File: src/rtl/cptl_pkg.sv
// ----------------------------------------------------------------------------
// cptl_pkg
// Shared types, codes and character helpers for the preprocessing token lexer.
// ----------------------------------------------------------------------------
package cptl_pkg;

  // Width of the internal line counter; it saturates at its all-ones value.
  localparam int LINE_BITS  = 32;
  // Width of the line number field on the result channel.
  localparam int LINE_OUT_W = 32;

  typedef logic [LINE_BITS-1:0] line_cnt_t;
  typedef logic [7:0]           char_t;
  typedef logic [2:0]           kind_t;

  localparam kind_t KIND_NL    = 3'd0;
  localparam kind_t KIND_WS    = 3'd1;
  localparam kind_t KIND_IDENT = 3'd2;
  localparam kind_t KIND_NUM   = 3'd3;
  localparam kind_t KIND_STR   = 3'd4;
  localparam kind_t KIND_CHR   = 3'd5;
  localparam kind_t KIND_PUNCT = 3'd6;

  typedef enum logic [2:0] {
    MODE_IDLE,
    MODE_WS,
    MODE_IDENT,
    MODE_NUM,
    MODE_STR,
    MODE_CHR
  } mode_t;

  localparam char_t CH_NL     = 8'h0A;
  localparam char_t CH_DQUOTE = 8'h22;
  localparam char_t CH_SQUOTE = 8'h27;
  localparam char_t CH_BSLASH = 8'h5C;
  localparam char_t CH_HASH   = 8'h23;
  localparam char_t CH_UNDER  = 8'h5F;
  localparam char_t CH_SPACE  = 8'h20;
  localparam char_t CH_TAB    = 8'h09;
  localparam char_t CH_CR     = 8'h0D;
  localparam char_t CH_FF     = 8'h0C;
  localparam char_t CH_VT     = 8'h0B;

  // Lexer state carried from one byte to the next.
  typedef struct packed {
    mode_t mode;
    logic  esc;
    logic  hash;
  } lex_state_t;

  // Per-byte classification handed back to the top level.
  typedef struct packed {
    kind_t kind;
    logic  start;
    logic  line_inc;
  } lex_res_t;

  // One result item as held in the output stages.
  typedef struct packed {
    logic [LINE_OUT_W-1:0] line;
    logic                  start;
    kind_t                 kind;
    char_t                 ch;
  } out_item_t;

  function automatic logic is_blank(input char_t c);
    return (c == CH_SPACE) || (c == CH_TAB) || (c == CH_CR) ||
           (c == CH_FF) || (c == CH_VT);
  endfunction

  function automatic logic is_digit(input char_t c);
    return (c >= 8'h30) && (c <= 8'h39);
  endfunction

  function automatic logic is_alpha_us(input char_t c);
    return ((c >= 8'h41) && (c <= 8'h5A)) || ((c >= 8'h61) && (c <= 8'h7A)) ||
           (c == CH_UNDER);
  endfunction

endpackage

File: src/rtl/cptl_classify.sv
// ----------------------------------------------------------------------------
// cptl_classify
// Decides the token class of one byte and the lexer state that follows it.
// ----------------------------------------------------------------------------
module cptl_classify
  import cptl_pkg::*;
(
  input  char_t      ch,
  input  lex_state_t st,
  output lex_res_t   res,
  output lex_state_t st_nxt
);

  logic cont;

  always_comb begin
    res        = '{kind: KIND_PUNCT, start: 1'b0, line_inc: 1'b0};
    st_nxt     = st;
    st_nxt.hash = 1'b0;
    cont       = 1'b1;

    // Continuation of a token that is already open.
    if (st.mode == MODE_STR || st.mode == MODE_CHR) begin
      res.kind = (st.mode == MODE_STR) ? KIND_STR : KIND_CHR;
      if (st.esc) begin
        st_nxt.esc = 1'b0;
      end else if (ch == CH_BSLASH) begin
        st_nxt.esc = 1'b1;
      end else if ((st.mode == MODE_STR && ch == CH_DQUOTE) ||
                   (st.mode == MODE_CHR && ch == CH_SQUOTE)) begin
        st_nxt.mode = MODE_IDLE;
      end
    end else if (st.mode == MODE_WS && is_blank(ch)) begin
      res.kind = KIND_WS;
    end else if (st.mode == MODE_IDENT && (is_alpha_us(ch) || is_digit(ch))) begin
      res.kind = KIND_IDENT;
    end else if (st.mode == MODE_NUM && is_digit(ch)) begin
      res.kind = KIND_NUM;
    end else if (st.hash && ch == CH_HASH) begin
      // Second hash of a "##" pair closes the token.
      res.kind    = KIND_PUNCT;
      st_nxt.mode = MODE_IDLE;
    end else begin
      cont = 1'b0;
    end

    if (!cont) begin
      res.start  = 1'b1;
      st_nxt.esc = 1'b0;
      if (ch == CH_NL) begin
        res.kind     = KIND_NL;
        res.line_inc = 1'b1;
        st_nxt.mode  = MODE_IDLE;
      end else if (is_blank(ch)) begin
        res.kind    = KIND_WS;
        st_nxt.mode = MODE_WS;
      end else if (is_alpha_us(ch)) begin
        res.kind    = KIND_IDENT;
        st_nxt.mode = MODE_IDENT;
      end else if (is_digit(ch)) begin
        res.kind    = KIND_NUM;
        st_nxt.mode = MODE_NUM;
      end else if (ch == CH_DQUOTE) begin
        res.kind    = KIND_STR;
        st_nxt.mode = MODE_STR;
      end else if (ch == CH_SQUOTE) begin
        res.kind    = KIND_CHR;
        st_nxt.mode = MODE_CHR;
      end else begin
        res.kind    = KIND_PUNCT;
        st_nxt.mode = MODE_IDLE;
        st_nxt.hash = (ch == CH_HASH);
      end
    end
  end

endmodule

File: src/rtl/c_preprocessor_token_lexer.sv
// ----------------------------------------------------------------------------
// c_preprocessor_token_lexer
// Splits a byte stream of C source into preprocessing tokens, one result per
// byte, tagged with token class, start flag and starting line number.
//
//   channel  dir  tdata                            tuser
//   in_      in   [7:0] text_byte                  -
//   out_     out  [7:0] char_out,                  [2:0] token_kind,
//                 [39:8] line_number               [3] token_start
//
// One byte is accepted per clock while in_tready is high. Classification and
// the state update are one level of logic ahead of the output register, so
// the lexer state loop sets the one-byte-per-cycle rate. A two-entry output
// stage (result register, plus skid register on an output stall) keeps input
// acceptance going while a result waits; in_tready falls only when both hold.
// rst_n is synchronous and active low; the line counter restarts at one.
// ----------------------------------------------------------------------------
module c_preprocessor_token_lexer
  import cptl_pkg::*;
(
  input  logic        clk,
  input  logic        rst_n,
  input  logic        in_tvalid,
  output logic        in_tready,
  input  logic [7:0]  in_tdata,   // [7:0] text_byte
  output logic        out_tvalid,
  input  logic        out_tready,
  output logic [39:0] out_tdata,  // [7:0] char_out, [39:8] line_number
  output logic [3:0]  out_tuser   // [2:0] token_kind, [3] token_start
);

  localparam line_cnt_t LINE_MAX = '1;

  lex_state_t st_r, st_nxt;
  line_cnt_t  line_cnt_r, line_cnt_nxt;
  lex_res_t   res;
  out_item_t  item;
  out_item_t  out_r, skid_r;
  logic       out_v_r, skid_v_r;
  logic       accept;
  logic [63:0] line_ext;

  cptl_classify u_classify (
    .ch     (in_tdata),
    .st     (st_r),
    .res    (res),
    .st_nxt (st_nxt)
  );

  assign in_tready = !skid_v_r;
  assign accept    = in_tvalid && in_tready;

  assign line_ext = 64'(line_cnt_r);

  always_comb begin
    item.ch    = in_tdata;
    item.kind  = res.kind;
    item.start = res.start;
    item.line  = line_ext[LINE_OUT_W-1:0];
    line_cnt_nxt = line_cnt_r;
    if (res.line_inc && line_cnt_r != LINE_MAX) begin
      line_cnt_nxt = line_cnt_r + line_cnt_t'(1);
    end
  end

  always_ff @(posedge clk) begin
    if (!rst_n) begin
      st_r       <= '{mode: MODE_IDLE, esc: 1'b0, hash: 1'b0};
      line_cnt_r <= line_cnt_t'(1);
      out_v_r    <= 1'b0;
      skid_v_r   <= 1'b0;
    end else begin
      if (accept) begin
        st_r       <= st_nxt;
        line_cnt_r <= line_cnt_nxt;
      end
      if (!out_v_r || out_tready) begin
        // Output register is free: drain the skid stage first.
        if (skid_v_r) begin
          out_r    <= skid_r;
          out_v_r  <= 1'b1;
          skid_v_r <= 1'b0;
        end else begin
          out_r   <= item;
          out_v_r <= accept;
        end
      end else if (accept) begin
        skid_r   <= item;
        skid_v_r <= 1'b1;
      end
    end
  end

  assign out_tvalid = out_v_r;
  assign out_tdata  = {out_r.line, out_r.ch};
  assign out_tuser  = {out_r.start, out_r.kind};

`ifndef SYNTHESIS
  a_skid_behind_out: assert property (@(posedge clk) disable iff (!rst_n)
    skid_v_r |-> out_v_r)
    else $error("skid register holds a result while the output register is empty");

  a_stall_only_when_full: assert property (@(posedge clk) disable iff (!rst_n)
    $rose(skid_v_r) |-> $past(out_v_r) && !$past(out_tready))
    else $error("skid register filled without an output stall");

  a_escape_in_literal: assert property (@(posedge clk) disable iff (!rst_n)
    st_r.esc |-> (st_r.mode == MODE_STR || st_r.mode == MODE_CHR))
    else $error("escape pending outside a literal");

  a_hash_when_idle: assert property (@(posedge clk) disable iff (!rst_n)
    st_r.hash |-> (st_r.mode == MODE_IDLE))
    else $error("hash pending while a token is open");

  a_line_nonzero: assert property (@(posedge clk) disable iff (!rst_n)
    line_cnt_r != '0)
    else $error("line counter reached zero");
`endif

endmodule

File: config.mk
export PLATFORM = sky130hd
export DESIGN_NAME = c_preprocessor_token_lexer
export DESIGN_NICKNAME = d
export VERILOG_FILES = /design/src/rtl/cptl_pkg.sv /design/src/rtl/cptl_classify.sv /design/src/rtl/c_preprocessor_token_lexer.sv
export SDC_FILE = /design/constraint.sdc
export NUM_CORES = 1
export LEC_CHECK = 0
export BUFFER_PORTS_ARGS = -buffer_cell sky130_fd_sc_hd__buf_2
export CORE_ASPECT_RATIO = 1.75
export CORE_MARGIN = 4
export CORE_UTILIZATION = 38
export DETAILED_ROUTE_END_ITERATION = 6
export PLACE_DENSITY_LB_ADDON = 0.05
export RECOVER_POWER = 25
export SLEW_MARGIN = 0
export SYNTH_ARGS = -nofsm -noshare
export SYNTH_HDL_FRONTEND = slang
export SYNTH_SLANG_ARGS = --single-unit
File: constraint.sdc
create_clock -name clk -period 3.8 [get_ports clk]
set_clock_uncertainty 0.05 [all_clocks]
set_input_delay 0.76 -clock clk [delete_from_list [all_inputs] [get_ports clk]]
set_output_delay 0.76 -clock clk [all_outputs]
set_load 0.1 [all_outputs]
### Word level (Yosys, flattened, before mapping)

Index checks and enable logic that the tools add are counted.

| storage, ports and cells | value |
|---|---|
| flip-flop bits (word level) | 127 |
| input port bits | 12 |
| output and inout port bits | 46 |
| logic and storage cells | 121 |

| cells by class | value |
|---|---|
| add/subtract/negate cells | 1 |
| $lt $le $gt $ge | 6 |
| eq/ne operators | 25 |
| mux-type cells | 44 |
| bitwise operators | 2 |
| reduce and logical (&&, ||, !) cells | 29 |

Operator list:

| operator | number |
|---|---|
| two-way mux 3 bit | 23 |
| two-way mux 44 bit | 1 |
| == test 8 x 4 -> 1 bit, second input constant | 5 |
| adder 32 x 1 -> 32 bit, second input constant | 1 |
| == test 8 x 6 -> 1 bit, second input constant | 4 |
| != test 32 bit, second input constant | 1 |
| != test 3 bit, second input constant | 7 |
| two-way mux 1 bit | 17 |
| == test 8 x 7 -> 1 bit, second input constant | 2 |
| greater-or-equal comparator 8 x 7 -> 1 bit, second input constant | 2 |
| <= comparator 8 x 7 -> 1 bit, second input constant | 2 |
| logical AND 1 bit | 11 |
| logical OR 1 bit | 10 |
| two-way mux 5 bit | 2 |
| greater-or-equal comparator 8 x 6 -> 1 bit, second input constant | 1 |
| <= comparator 8 x 6 -> 1 bit, second input constant | 1 |
| AND reduction 8 bit | 1 |
| == test 3 x 2 -> 1 bit, second input constant | 2 |
| == test 3 bit, second input constant | 2 |
| AND reduction 2 bit | 3 |
| == test 3 x 1 -> 1 bit, second input constant | 1 |
| AND reduction 3 bit | 1 |
| zero test 1 bit | 2 |
| two-way mux 2 bit | 1 |
| other kinds (3) | 4 |

### Longest topological paths before layout

| depth | value |
|---|---|
| word-level depth | 12 |
| depth in mapped cells | 9 |
| mapped depth without buffers | 7 |

### By module

Synthesis repeated with hierarchy kept, for this count alone.

| second synthesis, totals | value |
|---|---|
| cell total of the unflattened synthesis | 455 |
| area total of the unflattened synthesis | 5,582.9 µm² |

Modules (own cells, without submodules):

| module | times used | cells each | area each (µm²) | sequential area each (µm²) |
|---|---|---|---|---|
| c_preprocessor_token_lexer | 1 | 380 | 5,096.1 | 3,423.3 |
| cptl_classify | 1 | 75 | 486.7 | 0.0 |

### Worst setup path before layout

No wires, ideal clock.

| timing path | value |
|---|---|
| path kind | register to register |
| start | register out_v_r (netlist: out_tvalid) |
| end | register skid_r[0] (netlist name), enable pin |
| setup time | 445 ps |
| data arrival time | 3,157 ps |
| required time | 3,305 ps |
| setup slack | 147 ps |
| cell stages (with the launch flop) | 4 |
| clock period less this slack | 3,653 ps |
| cells stage by stage | dfxtp_1 > nor2b_1 > nand2_1 > nor2_1 |

| on the way | value |
|---|---|
| word-level cells in the longest chain between the ends | 4 |

RTL lines:

| item | RTL line | RTL |
|---|---|---|
| from (decl) | c_preprocessor_token_lexer.sv:39 | `logic out_v_r, skid_v_r;` |
| from (signal assigned) | c_preprocessor_token_lexer.sv:85 | `out_v_r <= accept;` |
| zero test 1 bit | c_preprocessor_token_lexer.sv:77 | `if (!out_v_r \|\| out_tready) begin` |
| logical OR 1 bit | c_preprocessor_token_lexer.sv:77 |  |
| NOT 1 bit (no line) | -- |  |
| AND reduction 3 bit (no line) | -- |  |
| to (signal assigned) | c_preprocessor_token_lexer.sv:88 | `skid_r <= item;` |
| to (decl) | c_preprocessor_token_lexer.sv:38 | `out_item_t out_r, skid_r;` |

Every way passes these cells.
A chain may end at the register's enable or synchronous reset.

### Worst setup path in the final report

| timing path | value |
|---|---|
| start | register skid_v_r |
| end | register out_r (netlist bit out_tdata[10]) (data pin) |

| on the way | value |
|---|---|
| word-level cells in the longest chain between the ends | 1 |

RTL lines:

| item | RTL line | RTL |
|---|---|---|
| from (decl) | c_preprocessor_token_lexer.sv:39 |  |
| from (signal assigned) | c_preprocessor_token_lexer.sv:71 | `skid_v_r <= 1'b0;` |
| from (signal assigned) | c_preprocessor_token_lexer.sv:82 | `skid_v_r <= 1'b0;` |
| from (signal assigned) | c_preprocessor_token_lexer.sv:89 | `skid_v_r <= 1'b1;` |
| two-way mux 44 bit | c_preprocessor_token_lexer.sv:79 | `if (skid_v_r) begin` |
| to (signal assigned) | c_preprocessor_token_lexer.sv:80 | `out_r <= skid_r;` |
| to (signal assigned) | c_preprocessor_token_lexer.sv:84 | `out_r <= item;` |
| to (decl) | c_preprocessor_token_lexer.sv:38 |  |

Every way passes these cells.

==> results.sh <==
export IMPL_dieHeight_um=168
export IMPL_p_leak_nw=2.34
export IMPL_worst_slew_pin_transition_ns=2.52
export IMPL_global_route_total_overflow=0
export IMPL_drt_first_pass_iters=4
export IMPL_power_ir_vdd_worst_mv=0.278
export IMPL_clock_latency_ns=0.41
export IMPL_synthesis_area_sq_um=5580
export IMPL_final_setup_viol_count=0
export IMPL_crit_slowest_cell="clkbuf_1"
export IMPL_cts_root_buffer="clkbuf_16"
export IMPL_grt_pass1_wl_um=20000
export IMPL_timing_hold_violations_final=0
export IMPL_drc_errors=0
export IMPL_dieWidth_um=99.6
export IMPL_post_synth_cell_area_avg_sq_um=12.7
export IMPL_run_status="finished with violations"
export IMPL_globalRouteTotalUtil_pct=15.6
export IMPL_final_antenna_violating_net_count=0
export IMPL_cts_buffers_inserted=17
export IMPL_yosysWarningCount=0
export IMPL_synth_cell_type_count=55
export IMPL_dr_first_iter_drc_count=145
export IMPL_postRouteWirelength_um=12200
export IMPL_worstSetupPathType="flip-flop to flip-flop"
export IMPL_synth_top_cell_area_share_pct=47.3
export IMPL_nets=513
export IMPL_failed_checks="max-capacitance violations, max-slew violations"
export IMPL_min_path_type="flip-flop to flip-flop"
export IMPL_synth_fp_nets=454
export IMPL_worst_setup_path_end_kind="flip-flop"
export IMPL_antenna_found_initial=0
export IMPL_post_dp_hpwl_um=8290
export IMPL_timing_critical_path_slowest_cell_delay_ns=1.78
export IMPL_timing_max_transition_violations_final=47
export IMPL_routed_length_per_instance_um=17.7
export IMPL_synth_cells_most_frequent="88 x edfxtp_1, 40 x mux2_2, 39 x dfxtp_1, 29 x nand2_1, 24 x and2_1"
export IMPL_place_area_sq_um=6080
export IMPL_period_minus_slack_ns=2.97
export IMPL_cts_htree_levels=4
export IMPL_critPathArrivalTime_ns=3.07
export IMPL_yosys_register_bits=127
export IMPL_synthArstFlopShare_pct=0
export IMPL_synth_sequential_area_ratio_pct=61.3
export IMPL_cts_buffer_depth=2
export IMPL_largest_net_degree_at_the_start_of_global_routing=47
export IMPL_die_area_sq_um=16800
export IMPL_cts_hold_fix_buffers=0
export IMPL_finalCritPeriodShare_pct=78.1
export IMPL_cts_tree="done"
export IMPL_post_drt_via_cell_ratio=5.28
export IMPL_grt_setup_unrepaired="no"
export IMPL_pd_cells_nw_per_um2=538
export IMPL_final_area_sq_um=6700
export IMPL_insertedDiodeCount=0
export IMPL_io_buffers=57
export IMPL_cts_resized=0
export IMPL_yosysMostFrequentCell="edfxtp_1"
export IMPL_relative_slew_slack_pct=-67.8
export IMPL_area_growth_syn_to_layout_pct=20.0
export IMPL_floorplan_io_pins=58
export IMPL_placement_rows=58
export IMPL_total_negative_setup_slack_ns=0
export IMPL_worst_endpoint_required_ns=3.90
export IMPL_netlist_top_cell_by_area="edfxtp_1"
export IMPL_final_layout_size_suffix_gt1_share_pct=27.0
export IMPL_timing_critical_path_cells="clkbuf_1 -> mux2_2"
export IMPL_synth_edf_count=88
export IMPL_synth_area_top_cells="edfxtp_1 47%, dfxtp_1 14%, mux2_2 8.1%"
export IMPL_synthesis_instances=441
export IMPL_crit_path_max_fanout=46
export IMPL_r2r_setup_slack_ns=0.83
export IMPL_startpoint_type="flip-flop"
export IMPL_grt_pass1_vias=3702
export IMPL_max_cap_viol_count=1
export IMPL_floorplan_initialDensity_pct=38.9
export IMPL_clkTransAtPathRegs_ns=0.06
export IMPL_numClockSinks=127
export IMPL_detailroute_via_count=3657
export IMPL_postCtsSetupBuffers=0
export IMPL_core_area_sq_um=14400
export IMPL_gpl_final_weighted_congestion=0.868
export IMPL_max_freq_ghz=0.337
export IMPL_synth_main_ff_cell="edfxtp_1"
layout make-up:
type | count | area, sq um
fillers | 1359 | 7670
flip-flops and latches | 127 | 3420
multi-input cells | 284 | 2050
clock buffers | 19 | 443
repair buffers | 62 | 334
well taps | 180 | 225
clock inverters | 12 | 193
inverters | 8 | 30.0
per-stage QoR:
| step | worst slack, ns | cells | power (mW) | utilization (%) | hold WS (ns) |
|---|---|---|---|---|---|
| global route | 0.469 | 692 | 3.72 | 46.6 | 0.485 |
| detailed placement | 0.699 | 661 | 1.87 | 42.3 | 0.451 |
| floorplan | 0.147 | 441 | 1.81 | - | 0.404 |
| CTS | 1.08 | 692 | 3.65 | 46.7 | 0.462 |
| finish | 0.831 | 692 | 3.60 | 46.6 | 0.469 |
| global placement | 0.720 | 661 | 1.87 | 42.3 | 0.441 |
path summary, 6_finish.rpt:
| kind | from | to | cells past startpoint |
|---|---|---|---|
| max | skid_v_r$_SDFFE_PP0P_ | out_tdata[10]$_DFFE_PP_ | 2 |
| min | line_cnt_r[22]$_SDFFE_PN0P_ | skid_r[34]$_DFFE_PP_ | 0 |
| max reg2reg | skid_v_r$_SDFFE_PP0P_ | out_tdata[10]$_DFFE_PP_ | 2 |
| min reg2reg | line_cnt_r[22]$_SDFFE_PN0P_ | skid_r[34]$_DFFE_PP_ | 0 |
metal layers:
layer  routed length [um]  track usage, %  vias up
li1                     -               -     1767
met2                 6780            29.0       74
met4                  438            8.09        0
met3                  364            3.15       29
met5                    0               0        -
met1                 4650            16.2     1787
power breakdown:
part	switching [mW]	internal, mW
registers	0.00952	1.51
clock network	0.587	1.17
logic	0.266	0.0540
total	0.862	2.74
cell usage in the layout (no fill, tap or decap), drive strengths merged, types with 11 or more instances in the layout:
master	n
clkbuf	28
buf	53
nand3	15
edfxtp	88
nand4	18
nand2	29
and2	24
nor2	14
xnor2	21
mux2	40
nor2b	11
o21ai	15
dfxtp	39
registers in the layout (all words and copies together), names as in the netlist:
signal	count
out_tvalid	1
out_tdata	40
skid_r	44
out_tuser	4
st_r	5
line_cnt_r	32
skid_v_r	1
cells by family (layout without fill, tap and decap cells):
family          count (synthesis)  in the layout  synth area share (%)
simple gates                  162            162                  17.3
fa+ha+maj                       1              1                 0.224
xor+xnor                       25             25                  3.92
compound gates                 55             55                  6.63
flops                         127            127                  61.3
mux                            41             41                  8.25
buf+inv                        30            101                  2.35
worst max-delay path, delay by kind of cell, from the launching register on:
family | cells | cell delay, ns
buffers and inverters | 1 | 1.78
multiplexers | 1 | 0.47
flip-flops | 1 | 0.34
Note: power is estimated with default switching activity, not from simulation.
